[config.mk]
export PLATFORM = sky130hd
export DESIGN_NAME = lhm_slot_cmp
export DESIGN_NICKNAME = d
export VERILOG_FILES = /design/src/hdl/lhm_pkg.sv /design/src/hdl/lhm_slot_cmp.sv
export SDC_FILE = /design/constraint.sdc
export NUM_CORES = 1
export LEC_CHECK = 0
export BUFFER_PORTS_ARGS = -buffer_cell sky130_fd_sc_hd__buf_2
export CAP_MARGIN = 25
export CORE_AREA = 2 2 51 53
export DETAILED_ROUTE_END_ITERATION = 10
export DIE_AREA = 0 0 53 55
export PLACE_DENSITY = 0.81
export SYNTH_ARGS = -nofsm -noshare
export SYNTH_HDL_FRONTEND = slang
export SYNTH_SLANG_ARGS = --single-unit
export TNS_END_PERCENT = 100
[constraint.sdc]
create_clock -name vclk -period 1.7
set_clock_uncertainty 0.1 [all_clocks]
set_input_delay 0.425 -clock vclk [all_inputs]
set_output_delay 0.425 -clock vclk [all_outputs]
set_load 0.01 [all_outputs]
[src/hdl/lhm_pkg.sv]
// Shared types, codes and defaults for the linear probing hash map.
package lhm_pkg;

  // Default table size and reset value of the occupancy limit (three quarters of 256).
  localparam int unsigned SLOT_COUNT_DEFAULT = 256;
  localparam logic [7:0]  MAX_OCC_RESET      = 8'd192;

  // Request operation codes.
  localparam logic [1:0] REQ_SET = 2'd0;
  localparam logic [1:0] REQ_GET = 2'd1;
  localparam logic [1:0] REQ_DEL = 2'd2;

  // Result status codes.
  localparam logic [1:0] STATUS_OK        = 2'd0;
  localparam logic [1:0] STATUS_NOT_FOUND = 2'd1;
  localparam logic [1:0] STATUS_FULL      = 2'd2;

  // Slot state codes.
  localparam logic [1:0] SLOT_EMPTY = 2'd0;
  localparam logic [1:0] SLOT_LIVE  = 2'd1;
  localparam logic [1:0] SLOT_TOMB  = 2'd2;

  typedef struct packed {
    logic [1:0]  req_type;
    logic [31:0] key_id;
    logic [31:0] key_hash;
    logic [63:0] value_in;
  } req_t;

  typedef struct packed {
    logic [1:0]  status;
    logic        is_new_key;
    logic [63:0] value_out;
    logic [8:0]  occupancy;
  } rsp_t;

  // One stored slot: state, key and value held together in one memory word.
  typedef struct packed {
    logic [1:0]  kind;
    logic [31:0] key;
    logic [63:0] value;
  } slot_t;

  localparam int unsigned SLOT_W = $bits(slot_t);

  // Classification of one slot against the key being probed for.
  typedef struct packed {
    logic live_match;
    logic tomb;
    logic empty;
  } slot_class_t;

endpackage

[src/hdl/lhm_slot_cmp.sv]
// Classifies one slot read from the table against the key being probed for.
module lhm_slot_cmp (
  input  lhm_pkg::slot_t       slot,
  input  logic [31:0]          key_id,
  output lhm_pkg::slot_class_t cls
);
  import lhm_pkg::*;

  // A live slot matches only on an equal key; unknown state codes count as neither.
  always_comb begin
    cls.live_match = (slot.kind == SLOT_LIVE) && (slot.key == key_id);
    cls.tomb       = (slot.kind == SLOT_TOMB);
    cls.empty      = (slot.kind == SLOT_EMPTY);
  end

endmodule

==> implementation parameters <==
Parameter                              Value

Route
  Count of unresolved DRC violations after routing ... 0
  Final ANT Viol Nets ... 0
  Starting DRC count in detailed routing ... 0
  Final wirelength ... 1390 µm
  Total number of vias ... 604
  Detailed Routing Iterations Pass 1 ... 1
  Avg Vias per Cell ... 4.14
  WL/cell ... 9.51 µm

Placed design
  Detailed Place HPWL ... 1270 µm
  Cell area after placement ... 759 µm²
  Final estimated routing congestion in global placement ... 0.655
  Port buffer count ... 69

Global routing
  First-pass GRT wire length ... 1790 µm
  Number of antenna violations at the first check in global routing ... 0
  Largest net degree at the start of global routing ... 4
  Number of global-route vias before repair ... 561
  Remaining global-route overflow ... 0
  Overall fraction of global-route tracks in use ... 8.19%

STA
  Portion of the clock cycle consumed by the worst path in the final layout ... 117%
  Worst hold slack across all endpoints ... 1.01 ns
  Total of endpoints with negative setup slack in the final report ... 1
  Total Neg Setup Slack ... -0.290 ns
  Final setup margin ... -0.290 ns
  Unrepaired setup endpoints after global routing ... true
  Final worst path period need ... 1.99 ns
  Number of hold violations in the final report ... 0
  Maximum achievable frequency ... 503 MHz
  Final Max Slew Viols ... 0
  Worst slew pin tran ... 0.265 ns
  Worst slew margin relative to its limit ... 82.2%

Layout
  Total number of sequential cells ... 0
  Final Util ... 34.5%
  Sequential cell area in the final layout ... 0 µm²
  Growth of design area from synthesis to finish ... 121%
  Number of nets in the finished design ... 248
  Final Instance Area ... 816 µm²
  Clock tree buffer count of the final layout ... 0
  Antenna diodes ... 0
  Fraction of final layout cells sized beyond drive strength 1 ... 66.4%

Yosys
  Share of Yosys cell area claimed by the top area cell type ... 68.8%
  Leading cell types by total area after synthesis ... sky130_fd_sc_hd__xor2_1, sky130_fd_sc_hd__nor4_1, sky130_fd_sc_hd__xnor2_1
  Mean instance size in the synthesized netlist ... 8.02 µm²
  Cell area after synthesis ... 369 µm²
  Sequential-to-total area share from yosys stat ... 0%
  Yosys warns ... 0
  Unique cell type count in the Yosys netlist ... 9
  Total nets after synthesis ... 176
  Cell accounting for the most synthesized area ... sky130_fd_sc_hd__xor2_1
  Number of instances in the synthesized netlist ... 46

Worst setup path
  Crit Path Max Fanout ... 1
  Critical path launch point type ... input port
  CP required ... 1.17 ns
  Kind of critical path ... in -> out
  Critical path data arrival time ... 1.46 ns
  Worst setup EP type ... primary output

Floorplan
  Die span in x ... 53 µm
  Die area ... 2920 µm²
  Boundary pin count ... 133
  Row Count ... 18
  Starting density of the core ... 15.6%
  Vertical extent of the die ... 55 µm
  Standard cell core area ... 2360 µm²

Run
  Max-cap violation count ... 0

Power
  Peak supply drop ... 0.0797 mV
  Post-layout total power ... 0.000175 W
  Leakage ... 0.429 nW
  Power Dens Cells ... 214 nW/µm²

Run status
  Outcome ... complete, but fails checks
  Violations in the final reports ... negative setup slack

Min path
  Min-Delay Path Class ... in -> out
## cell families (layout without fill, tap and decap cells)
| kind of cell | count (synthesis) | after routing | synth area share, % |
|---|---|---|---|
| XOR/XNOR | 32 | 32 | 75.9 |
| AND/OR/NAND/NOR | 14 | 14 | 24.1 |
| buffers and inverters | 0 | 70 | 0 |
## per-layer routing
metal	track usage (%)	share of wire [%]	wire length, µm
met1	5.77	28	393
met2	20.4	49	680
met3	2.69	23	314
met4	0	0	0
met5	0	0	0
## cell type report
class,count,area (µm²)
Fill cell,265,1550
Tap cell,30,37.5
Multi-Input combinational cell,46,407
Timing Repair Buffer,70,372
## synth_stat cells (all sizes together)
master / number
nand3: 1
nand4: 2
nor2: 1
nor2b: 1
nor3: 1
nor3b: 1
nor4: 7
xnor2: 3
xor2: 29
## worst paths after layout
path              cells after the start     end       start
hold / removal                        3  cls[0]    slot[97]
setup / recovery                      6  cls[2]  key_id[10]
## layout by cell type, fill, tap and decap left out
cell,n
sky130_fd_sc_hd__buf_2,66
sky130_fd_sc_hd__buf_4,1
sky130_fd_sc_hd__buf_6,3
sky130_fd_sc_hd__nand3_1,1
sky130_fd_sc_hd__nand4_1,2
sky130_fd_sc_hd__nor2_1,1
sky130_fd_sc_hd__nor2b_1,1
sky130_fd_sc_hd__nor3_2,1
sky130_fd_sc_hd__nor3b_1,1
sky130_fd_sc_hd__nor4_1,1
sky130_fd_sc_hd__nor4_2,6
sky130_fd_sc_hd__xnor2_1,3
sky130_fd_sc_hd__xor2_1,29
## worst max-delay path: stages
cell and delay [ns]:
sky130_fd_sc_hd__buf_2 0.11, sky130_fd_sc_hd__xor2_1 0.15, sky130_fd_sc_hd__nor4_2 0.32, sky130_fd_sc_hd__nand4_1 0.15, sky130_fd_sc_hd__nor3_2 0.17, sky130_fd_sc_hd__buf_2 0.15
## repair_timing
item / 4_1_cts / 5_1_grt
setup endpoints to repair: 1 / 1
hold endpoints to repair: 0 / 0
pin swaps: 9 / 0
buffers inserted: 0 / 0
hold buffers: 0 / 0
cloned: 0 / 0
resized for setup: 5 / 4
## where the power goes
group          internal (W)  switching [W]  total [W]
Sequential                0              0          0
Clock                     0              0          0
Combinational      0.000102      0.0000726   0.000175
Total              0.000102      0.0000726   0.000175
## metrics by stage
stage	std cells	setup slack, ns
after floorplan	46	-0.00160
after global placement	146	-0.400
after detailed placement	146	-0.412
after CTS	146	-0.306
after global routing	146	-0.375
final	146	-0.290
Power figures use the tool's default switching activity.
