<file path="src/hdl/lhm_pkg.sv">
// Shared types, codes and defaults for the linear probing hash map.
package lhm_pkg;

  // Default table size and reset value of the occupancy limit (three quarters of 256).
  localparam int unsigned SLOT_COUNT_DEFAULT = 256;
  localparam logic [7:0]  MAX_OCC_RESET      = 8'd192;

  // Request operation codes.
  localparam logic [1:0] REQ_SET = 2'd0;
  localparam logic [1:0] REQ_GET = 2'd1;
  localparam logic [1:0] REQ_DEL = 2'd2;

  // Result status codes.
  localparam logic [1:0] STATUS_OK        = 2'd0;
  localparam logic [1:0] STATUS_NOT_FOUND = 2'd1;
  localparam logic [1:0] STATUS_FULL      = 2'd2;

  // Slot state codes.
  localparam logic [1:0] SLOT_EMPTY = 2'd0;
  localparam logic [1:0] SLOT_LIVE  = 2'd1;
  localparam logic [1:0] SLOT_TOMB  = 2'd2;

  typedef struct packed {
    logic [1:0]  req_type;
    logic [31:0] key_id;
    logic [31:0] key_hash;
    logic [63:0] value_in;
  } req_t;

  typedef struct packed {
    logic [1:0]  status;
    logic        is_new_key;
    logic [63:0] value_out;
    logic [8:0]  occupancy;
  } rsp_t;

  // One stored slot: state, key and value held together in one memory word.
  typedef struct packed {
    logic [1:0]  kind;
    logic [31:0] key;
    logic [63:0] value;
  } slot_t;

  localparam int unsigned SLOT_W = $bits(slot_t);

  // Classification of one slot against the key being probed for.
  typedef struct packed {
    logic live_match;
    logic tomb;
    logic empty;
  } slot_class_t;

endpackage

</file>
<file path="src/hdl/lhm_start_idx.sv">
// Reduces a key hash modulo the slot count to give the first slot of a probe.
module lhm_start_idx #(
  parameter int unsigned SLOT_COUNT = lhm_pkg::SLOT_COUNT_DEFAULT,
  parameter int unsigned IDX_W      = $clog2(SLOT_COUNT)
) (
  input  logic             clk,
  input  logic             rst,
  input  logic             start,
  input  logic [31:0]      key_hash,
  output logic             done,
  output logic [IDX_W-1:0] idx
);

  if ((SLOT_COUNT & (SLOT_COUNT - 1)) == 0) begin : g_pow2
    // A power-of-two table takes the low hash bits directly.
    always_ff @(posedge clk) begin
      if (rst) begin
        done <= 1'b0;
      end else begin
        done <= start;
      end
      if (start) begin
        idx <= key_hash[IDX_W-1:0];
      end
    end
  end else begin : g_recip
    localparam logic [31:0]    RECIP   = 32'(64'h1_0000_0000 / 64'(SLOT_COUNT));
    localparam logic [31:0]    MOD32   = 32'(SLOT_COUNT);
    localparam logic [IDX_W:0] MODULUS = (IDX_W + 1)'(SLOT_COUNT);

    logic [31:0]    hash_r;
    logic [31:0]    quot;
    logic [IDX_W:0] rest;
    logic [31:0]    mul_a;
    logic [31:0]    mul_b;
    logic [63:0]    prod;
    logic [31:0]    diff;
    logic           step1;
    logic           step2;
    logic           step3;

    // One shared multiplier: first the hash by the reciprocal, then the quotient by the modulus.
    assign mul_a = step1 ? hash_r : quot;
    assign mul_b = step1 ? RECIP : MOD32;
    assign prod  = {32'd0, mul_a} * {32'd0, mul_b};
    assign diff  = hash_r - prod[31:0];

    // The estimated quotient is at most one short, so one conditional subtraction finishes it.
    always_ff @(posedge clk) begin
      if (rst) begin
        step1 <= 1'b0;
        step2 <= 1'b0;
        step3 <= 1'b0;
        done  <= 1'b0;
      end else begin
        step1 <= start;
        step2 <= step1;
        step3 <= step2;
        done  <= step3;
      end
      if (start) begin
        hash_r <= key_hash;
      end
      if (step1) begin
        quot <= prod[63:32];
      end
      if (step2) begin
        rest <= diff[IDX_W:0];
      end
      if (step3) begin
        idx <= (rest >= MODULUS) ? IDX_W'(rest - MODULUS) : rest[IDX_W-1:0];
      end
    end
  end

endmodule

</file>
<file path="config.mk">
export PLATFORM = sky130hd
export DESIGN_NAME = lhm_start_idx
export DESIGN_NICKNAME = d
export VERILOG_FILES = /design/src/hdl/lhm_pkg.sv /design/src/hdl/lhm_start_idx.sv
export SDC_FILE = /design/constraint.sdc
export NUM_CORES = 1
export LEC_CHECK = 0
export BUFFER_PORTS_ARGS = -buffer_cell sky130_fd_sc_hd__buf_2
export CAP_MARGIN = 20
export CORE_AREA = 2 2 39 41
export CTS_CLUSTER_DIAMETER = 120
export DETAILED_ROUTE_END_ITERATION = 10
export DIE_AREA = 0 0 41 43
export GPL_TIMING_DRIVEN = 0
export HOLD_SLACK_MARGIN = 0.05
export PLACE_DENSITY = 0.67
export SLEW_MARGIN = 20
export SYNTH_ARGS = -nofsm -noshare
export SYNTH_HDL_FRONTEND = slang
export SYNTH_SLANG_ARGS = --single-unit
</file>
<file path="constraint.sdc">
create_clock -name clk -period 0.8 [get_ports clk]
set_clock_uncertainty 0.2 [all_clocks]
set_input_delay 0.08 -clock clk [delete_from_list [all_inputs] [get_ports clk]]
set_output_delay 0.08 -clock clk [all_outputs]
set_load 0.03 [all_outputs]
</file>
==> results.md <==
- The run finished, with violations left.
- The final reports fail on hold timing, setup timing.
- The total I/O pin count is 44.
- The sum of negative setup slack is -2.35 ns.
- The internal power summed over all cells is ~820 uW.
- The tree built by TritonCTS fans out to 9 sinks.
- The post-synth net total is 45.
- The root buffer cell chosen for the clock tree is sky130_fd_sc_hd__clkbuf_4.
- The total power per unit cell area is 2300 mW/mm^2.
- The library cell used most frequently in the layout, excluding fill and tap cells, is sky130_fd_sc_hd__buf_2.
- The final hold violation count is 17.
- The number of antenna violations at the first check in global routing came to 0.
- For this run, the share of the core covered by cells in the final layout is between 30 and 40%.
- The wire length of the first global-routing pass is between 800 and 900 um.
- The area of the multi-input gates is 13.8 um^2.
- The global routing usage summed across all routing layers is 7.65%.
- The data arrival time of the critical path is roughly 0.8 ns.
- The number of flip-flops and latches in the synthesized netlist is 9.
- TritonCTS built the clock tree.
- Buffers inserted during clock tree synthesis total 3.
- Setup repair after global routing could not meet its margin everywhere.
- The number of inserted diodes is 0.
- The share of the clock period used by the worst path is 137%.
- On the critical path the largest part of the delay comes from flip-flops.
- The highest cell delay on the worst timing path is 0.40 ns.
- For the finished layout, the period the worst path requires is between 1 and 1.5 ns.
- The sequential cell area fraction in the yosys report is between 90 and 100%.
- The share of power burned in the clock network is 31.0%.
- The total of endpoints with negative setup slack in the final report is 9.
- Dividing the detail-routed via count by the number of cells gives 3.59.
- The initial utilization of the core area, before any placement, comes to ~20%.
- The sequential cells in the finished layout cover a total of 262 um^2.
- The synthesized netlist contains 3 unique library cells.
- The number of pins exceeding their max-slew limit in the final report is 0.
- The fmax is 915 MHz.
- The maximum net fanout on the critical path is 1.
- The die covers about 0.0018 mm^2.
- The maximum clock path buffer count is 2.
- The height of the die is 43 um.
- Of the cells placed in the final design, the portion with a size suffix greater than 1 is approximately three quarters.
- The initialized floorplan defines 14 standard-cell rows.
- The placeable core region is approximately 0.0014 mm^2.
- The combinational group share of total power is 16.7%.
- The final layout contains 69 nets.
- The clock transition at the registers of the reported paths is 0.06 ns.
- The detailed router placed 176 vias in this run.
- The share of total power consumed by net switching is 24.8%.
- Each instance of the synthesized netlist takes up on average 27.4 um^2.
- Once detail routing completed, the nets flagged for antenna violations numbered 0.
- Fill cells in the final layout number 137.
- The transition at the pin with the smallest max-transition slack is between 0.15 and 0.2 ns.
- The classification of the worst setup path is reg2out.
- The number of buffers and inverters on the critical path is 1.
- The floorplan step set the die width to between 40 and 50 um.
- For this block, the initial DRC count from the detailed router was 4.
- Measured against its own limit, the worst slew margin works out to 87.6%.
- The largest net degree at the start of global routing is 10.
- The cell count after synthesis is 10.
- The residual DRC count is 0.
- The analysis attributes to net switching a power of 270 uW.
- The area of the mapped netlist is 274 um^2.
- The top cell types in the final layout, fill and taps aside, are sky130_fd_sc_hd__buf_2, sky130_fd_sc_hd__buf_6, sky130_fd_sc_hd__edfxtp_1, sky130_fd_sc_hd__clkbuf_4.
- The worst endpoint required time is between 0.5 and 0.6 ns.
- The mean routed wirelength per cell is 11.2 um.
- The global route total overflow is 0.
- The total detailed-routing wirelength is 549 um.
- The warning count from the yosys run is 0.
- The first TritonRoute pass finished after 2 iterations.
- The number of max-cap violations is 0.
- The worst ir drop on vdd is 0.774 mV.
- In this run the number of H-tree levels came out at 1.
- The final RePlAce weighted congestion is around 0.68.
- The worst setup path is captured at an output pin.
- The element type at the critical path start is a flip-flop.
- The slowest stage of the critical path belongs to the cell sky130_fd_sc_hd__edfxtp_1.
- The leakage dissipation is 0.206 nW.
- The final worst-path setup slack is -0.293 ns.
- The via count of the first global-routing pass came to 210.
- Final hold analysis gives a worst-case slack of -0.209 ns.
- The path category of the worst min-delay check is in2reg.
- Port buffering added 19 buffers.
- The signal on the critical path passes through buf_6.
- The sequential group share of total power is 52.2%.
- From synthesis to final layout, the design area changed by 73.1%.
## worst paths after layout
path	cells after the start	to	start
worst max-delay path	1	idx[5]	idx[5]
worst min-delay path	2	done	rst
## state kept, by name, indices dropped and copies added, names as in the netlist
signal  cells
idx         8
done        1
## cells in the mapped netlist
| library cell | number | area, um^2 |
|---|---|---|
| sky130_fd_sc_hd__edfxtp_1 | 8 | 240 |
| sky130_fd_sc_hd__dfxtp_1 | 1 | 20.0 |
| sky130_fd_sc_hd__nor2b_4 | 1 | 13.8 |
## final cells by class
| cell class | count | area share, % |
|---|---|---|
| Multi-Input combinational cell | 1 | 2.90 |
| Clock inverter | 1 | 1.06 |
| Timing Repair Buffer | 19 | 31.9 |
| Sequential cell | 9 | 55.1 |
| Clock buffer | 3 | 4.75 |
| Tap cell | 16 | 4.22 |
## cell families (layout without fill, tap and decap cells)
family,after synthesis,count (layout),synth area share (%)
flip-flops,9,9,95.0
buffers and inverters,0,23,0
AND/OR/NAND/NOR,1,1,5.02
## metrics by stage
stage,instances,worst slack (ns),total power [mW],area (um^2)
2_1_floorplan,10,0.0244,0.648,274
3_3_place_gp,45,-0.0240,0.712,389
3_5_place_dp,45,-0.0370,0.714,389
4_1_cts,49,-0.314,1.11,474
5_1_grt,49,-0.317,1.13,474
6_report,49,-0.293,1.09,474
## power groups by stage
stage	sequential (mW)	clock, mW	combinational [mW]
final	0.569	0.338	0.182
after global placement	0.571	0	0.142
after detailed placement	0.569	0	0.145
after floorplan	0.644	0	0.00442
after global routing	0.571	0.371	0.193
after CTS	0.569	0.357	0.184
## per-layer routing
metal  global-route usage, %  vias to the layer above  part of all wire (%)
met5                       0                        -                     0
met1                    9.15                       73                    46
met3                    4.19                        0                    16
li1                        -                       83                     -
met4                    8.00                        0                     0
met2                    8.75                       20                    38
## timing repair
item | in CTS | in global routing
pin swaps | 0 | 0
endpoints found under the hold margin | 17 | 17
gates resized for setup | 19 | 0
setup endpoints to repair | 9 | 9
buffers inserted | 0 | 0
(Power assumes the default switching activity.)
