--- config.mk ---
export PLATFORM = sky130hd
export DESIGN_NAME = lhm_ram
export DESIGN_NICKNAME = d
export VERILOG_FILES = /design/src/hdl/lhm_ram.sv
export SDC_FILE = /design/constraint.sdc
export NUM_CORES = 1
export LEC_CHECK = 0
export ABC_AREA = 1
export ABC_CLOCK_PERIOD_IN_PS = 1500
export BUFFER_PORTS_ARGS = -buffer_cell sky130_fd_sc_hd__buf_2
export CAP_MARGIN = 10
export CORE_ASPECT_RATIO = 1.5
export CORE_MARGIN = 2
export CORE_UTILIZATION = 35
export DETAILED_ROUTE_END_ITERATION = 8
export PLACE_DENSITY = 0.47
export SLEW_MARGIN = 0
export SYNTH_ARGS = -nofsm -noshare
export SYNTH_HDL_FRONTEND = slang
export SYNTH_SLANG_ARGS = --single-unit
--- constraint.sdc ---
create_clock -name clk -period 1.5 [get_ports clk]
set_input_delay 0.3 -clock clk [delete_from_list [all_inputs] [get_ports clk]]
set_output_delay 0.3 -clock clk [all_outputs]
set_load 0.01 [all_outputs]
--- src/hdl/lhm_ram.sv ---
// Generic single-port-write, single-port-read RAM with registered read data.
module lhm_ram #(
  parameter int unsigned WIDTH = 8,
  parameter int unsigned DEPTH = 16,
  parameter int unsigned AW    = $clog2(DEPTH)
) (
  input  logic             clk,
  input  logic             we,
  input  logic [AW-1:0]    waddr,
  input  logic [WIDTH-1:0] wdata,
  input  logic [AW-1:0]    raddr,
  output logic [WIDTH-1:0] rdata
);

  logic [WIDTH-1:0] mem [DEPTH];

  // Write port.
  always_ff @(posedge clk) begin
    if (we) begin
      mem[waddr] <= wdata;
    end
  end

  // Registered read port.
  always_ff @(posedge clk) begin
    rdata <= mem[raddr];
  end

endmodule

==> qor.yml, run 1 <==
synth_top_flop_cell: "edfxtp_1"
drt-total-wl_um: 14300
final_nets: 619
fp.dieH_um: 161
fmax_mhz: 801
grt_pass1_wl_um: 21900
die-area_um2: 17500
io_buffers: 25
synth_warnings: 0
clk-insertion-delay-late_ns: 0.41
setup_ws_ns: 0.252
cts_hold_buf: 0
layout.cells.non_filler: 820
post-place-ws_ns: 0.0637
r2r_end: "rdata[6]"
yosysMostFrequentCell: "nand2_1"
worstPathMaxFanout: 1
drv_cap: 0
htree_levels: 4
min_path_cells: 1
p_per_area_nw_per_um2: 1360
crit_buf_inv: 1
via_per_inst: 4.72
synth_top_cells_by_count: "173 x nand2_1, 128 x edfxtp_1, 100 x inv_1"
leakage_nw: 2.99
worstPathCellList: "buf_2"
finalSetupViolCount: 0
cp_slowest_cell: "dfxtp_1"
dr.pass1.iters: 5
top_layer_used: "met4"
finalWeightedCongestion: 0.811
area_growth_pct: 19.6
end_kind: "primary output"
synth_edf_count: 128
grt_max_degree: 51
ir_worst_vdd_mv: 1.03
rows: 57
start_util_pct: 35.6
comb_power_share_pct: 5.9
tritoncts: "built"
drcViolationCount: 0
slew_headroom_pct: 74.8
seqPwrFrac_pct: 45.6
required_ns: 1.20
startpoint_type: "flip-flop"
ys_async_sr_fraction_pct: 0
ys_seq_area_share_pct: 69.4
ys_types: 12
routed-wl-met3_um: 655
cts_sinks: 136
wl_met2_um: 7580
synthTopCellsByArea: "edfxtp_1 67%, nand2_1 11%, nand3_1 8.4%, inv_1 6.5%, dfxtp_1 2.8%"
r2r_slack_ns: 0.45
fin_crit_sh_pct: 83.2
fin_area_um2: 6900
cpLargestDelayFamily: "flip-flops"
place_area_um2: 6250
wl_met1_um: 5660
routedWlPerCell_um: 17.4
hold_class: "in2reg"
cp_data_arrival_time_ns: 0.95
worstMarginPinSlew_ns: 0.379
ios: 26
tns_ns: 0
p_sw_mw: 2.00
cts_max_path_buffers: 2
grt.overflow.total: 0
fin_skew_ns: 0.00725
post_cts_buffers: 0
netSwitchingFraction_pct: 21.3
placedCellCount: 788
track_usage_pct: 17.5
p_int_mw: 7.39
diodes: 0
avgSynthCellArea_um2: 10.5
report.final.slew_viol_count: 0
cts_buffers: 17
drt_iter0_drc: 177
cp_slowest_stage_delay_ns: 0.38
cts-resized-gates: 0
crit_start: "rdata[7]"
hpwl_um: 9510
criticalPathCategory: "reg2out"
vias: 3872
ctsRootBufferMaster: "clkbuf_16"
clk_pin_slew_ns: 0.06
synth.net_count: 569
hold_end: "mem[6][6]"
outcome: "completed"
yosysTopAreaCell: "edfxtp_1"
die_w_um: 109
synth_area_um2: 5770
ant_nets: 0
yosys.area.top_type_share_pct: 66.7
reg2reg_from: "mem[5][6]"
core-area_um2: 16200
grt_pass1_vias: 3886
p_clk_share_pct: 48.4
final_hold_viol_count: 0
syn-instance-count: 551
antenna_found_initial: 0
power_mw: 9.38
hold_path_startpoint: "wdata[6]"
drive_gt1_share_pct: 14.3
rsz0062_at_grt: "no"
layout_min_cycle_time_ns: 1.25
ys_ff_latch: 136
rr_worst_depth: 6
how the worst max path moves through the flow:
stage | to | slack, ns | cells after the start
2_1_floorplan | mem[10][0] | 0.25 | 2
3_3_place_gp | rdata[5] | 0.07 | 6
3_5_place_dp | rdata[6] | 0.06 | 8
4_1_cts | rdata[5] | 0.21 | 1
5_1_grt | rdata[7] | 0.20 | 1
6_report | rdata[7] | 0.25 | 1
cells in the final DEF (no fill, tap or decap):
master,netlist,final
buf_12,0,3
buf_2,13,25
buf_4,4,27
bufinv_16,0,5
clkbuf_1,0,1
clkbuf_16,0,17
clkinv_2,0,1
clkinv_4,0,3
clkinvlp_4,0,3
dfxtp_1,8,8
edfxtp_1,128,128
inv_1,100,100
inv_2,2,2
inv_6,0,2
nand2_1,173,173
nand3_1,97,97
nand3b_1,2,2
nor2_1,17,17
metrics by stage:
stage / hold slack, ns / utilization, %
floorplan: 0.399 / -
CTS: 0.297 / 42.6
global placement: 0.662 / 38.6
detailed placement: 0.666 / 38.6
finish: 0.303 / 42.6
global route: 0.300 / 42.6
sequential cells by signal, indices dropped and copies added, names as in the netlist:
register and cells:
mem 128, rdata 8
power groups by stage:
| stage | registers (mW) | clock network (mW) | logic, mW |
|---|---|---|---|
| after CTS | 4.28 | 4.63 | 0.572 |
| after detailed placement | 4.36 | 0 | 0.569 |
| final | 4.28 | 4.55 | 0.557 |
| after global placement | 4.36 | 0 | 0.566 |
| after global routing | 4.29 | 4.79 | 0.621 |
| after floorplan | 4.36 | 0 | 0.300 |
logic make-up after synthesis:
logic type,count (synthesis),share of synthesized area [%]
buffers and inverters,126,9.52
flip-flops,136,69.4
AND/OR/NAND/NOR,289,21.0
cell type report:
cell class | instances | area [um2]
fill | 1529 | 9290
sequential | 136 | 4000
multi-input combinational | 289 | 1210
clock buffer | 18 | 429
timing repair buffer | 55 | 388
inverter | 102 | 383
tap | 206 | 258
clock inverter | 14 | 221
metal layers:
layer | global-route usage [%] | vias to the layer above
li1 | - | 1879
met1 | 20.5 | 1877
met2 | 30.9 | 96
met3 | 3.55 | 20
met4 | 6.88 | 0
met5 | 0 | -
Power figures use the tool's default switching activity.
==> run 2, diff against run 1 <==
Settings changed: ABC_CLOCK_PERIOD_IN_PS 1500 to 1300.
Clock period 1.5 ns to 1.3 ns, I/O delays scaled along.
==> run 2 against run 1 <==
Clock skew barely moved. Design area fell by 0.27%. Combinational power rose by 17%. Die area did not move. Final cell count rose by 0.24%. Sequential share of layout area rose by 0.16 points. Non-clock buffer count rose by 2. Via count fell by 2.6%. Power rose by 12%. Core utilization fell by 0.12 points. Count of clock-buffer cells in the layout rose by 1. Worst setup slack got worse by 0.11 ns. Largest power group is now registers.
==> qor.yml, run 2 (synthesis gave the netlist of run 1 again) <==
criticalPathCategory: "reg2out"
drt_iter0_drc: 221
crit_start: "rdata[2]"
drv_cap: 0
required_ns: 1.04
regMostFlops: "mem"
p_per_area_nw_per_um2: 1530
rows: 57
rsz0062_at_grt: "no"
diodes: 0
grt_pass1_vias: 3995
fin_skew_ns: 0.00720
dr.pass1.iters: 5
post-place-ws_ns: -0.0558
largest_reg_flops: 128
clk-insertion-delay-late_ns: 0.41
hold_path_startpoint: "wdata[6]"
cp_data_arrival_time_ns: 0.90
grt_pass1_wl_um: 22200
end_kind: "primary output"
finalWeightedCongestion: 0.849
cp_slowest_stage_delay_ns: 0.35
crit_buf_inv: 1
cts-resized-gates: 0
routedWlPerCell_um: 17.1
fin_crit_sh_pct: 89.2
fin_util_pct: 42.5
leakage_nw: 2.98
ir_worst_vdd_mv: 0.979
drcViolationCount: 0
via_per_inst: 4.59
tns_ns: 0
tritoncts: "built"
die_w_um: 109
cts_sinks: 136
ant_nets: 0
report.final.slew_viol_count: 0
track_usage_pct: 17.5
clk_pin_slew_ns: 0.06
cp_slowest_cell: "dfxtp_1"
grt.overflow.total: 0
die-area_um2: 17500
fmax_mhz: 863
reg.largest.list: "mem: 128 flops, rdata: 8 flops"
setup_ws_ns: 0.141
hpwl_um: 9450
final_nets: 621
reg2reg_from: "mem[5][6]"
worstMarginPinSlew_ns: 0.389
grt_max_degree: 45
cts_hold_buf: 0
worstPathCellList: "buf_2"
finalSetupViolCount: 0
cts_buffers: 17
area_growth_pct: 19.3
final_cell_mix: "173 x nand2_1, 128 x edfxtp_1, 100 x inv_1"
layout_commonest_cell: "nand2_1"
cpLargestDelayFamily: "flip-flops"
layout_min_cycle_time_ns: 1.16
hold_class: "in2reg"
startpoint_type: "flip-flop"
io_buffers: 25
drt-total-wl_um: 14100
htree_levels: 4
outcome: "completed"
worstPathMaxFanout: 1
post_cts_buffers: 0
cts_max_path_buffers: 2
vias: 3773
final_hold_viol_count: 0
fp.dieH_um: 161
ios: 26
ctsRootBufferMaster: "clkbuf_16"
antenna_found_initial: 0
core-area_um2: 16200
slew_headroom_pct: 74.1
start_util_pct: 35.6
drive_gt1_share_pct: 14.4
-- run 2: metrics by stage --
stage	area, um2	std cells	hold WS (ns)	total power, mW
global placement	6270	790	0.654	5.69
global route	6880	822	0.272	10.8
detailed placement	6270	790	0.660	5.69
CTS	6880	822	0.268	10.6
floorplan	5770	551	0.359	5.38
finish	6880	822	0.275	10.5
-- run 2: cell type report --
type | count | area (um2)
inverter | 102 | 383
multi-input combinational | 289 | 1210
tap | 206 | 258
fill | 1582 | 9310
sequential | 136 | 4000
timing repair buffer | 57 | 415
clock inverter | 13 | 171
clock buffer | 19 | 433
-- run 2: worst paths after layout --
check              end  slack, ns  cells past startpoint
max           rdata[2]       0.14                      1
min          mem[5][6]       0.27                      1
max reg2reg   rdata[6]       0.23                      6
min reg2reg   rdata[4]       0.70                      6
-- run 2: power by group --
group	internal [mW]	switching [mW]
logic	0.209	0.443
clock network	3.04	1.87
registers	4.90	0.0303
total	8.15	2.34
-- run 2: routing by layer --
| metal | up-vias | track usage [%] | share of wire [%] |
|---|---|---|---|
| met3 | 26 | 3.35 | 2.7 |
| met1 | 1813 | 21.1 | 43 |
| met4 | 0 | 9.91 | 4.5 |
| met2 | 62 | 29.0 | 50 |
| met5 | - | 0 | 0 |
| li1 | 1872 | - | - |
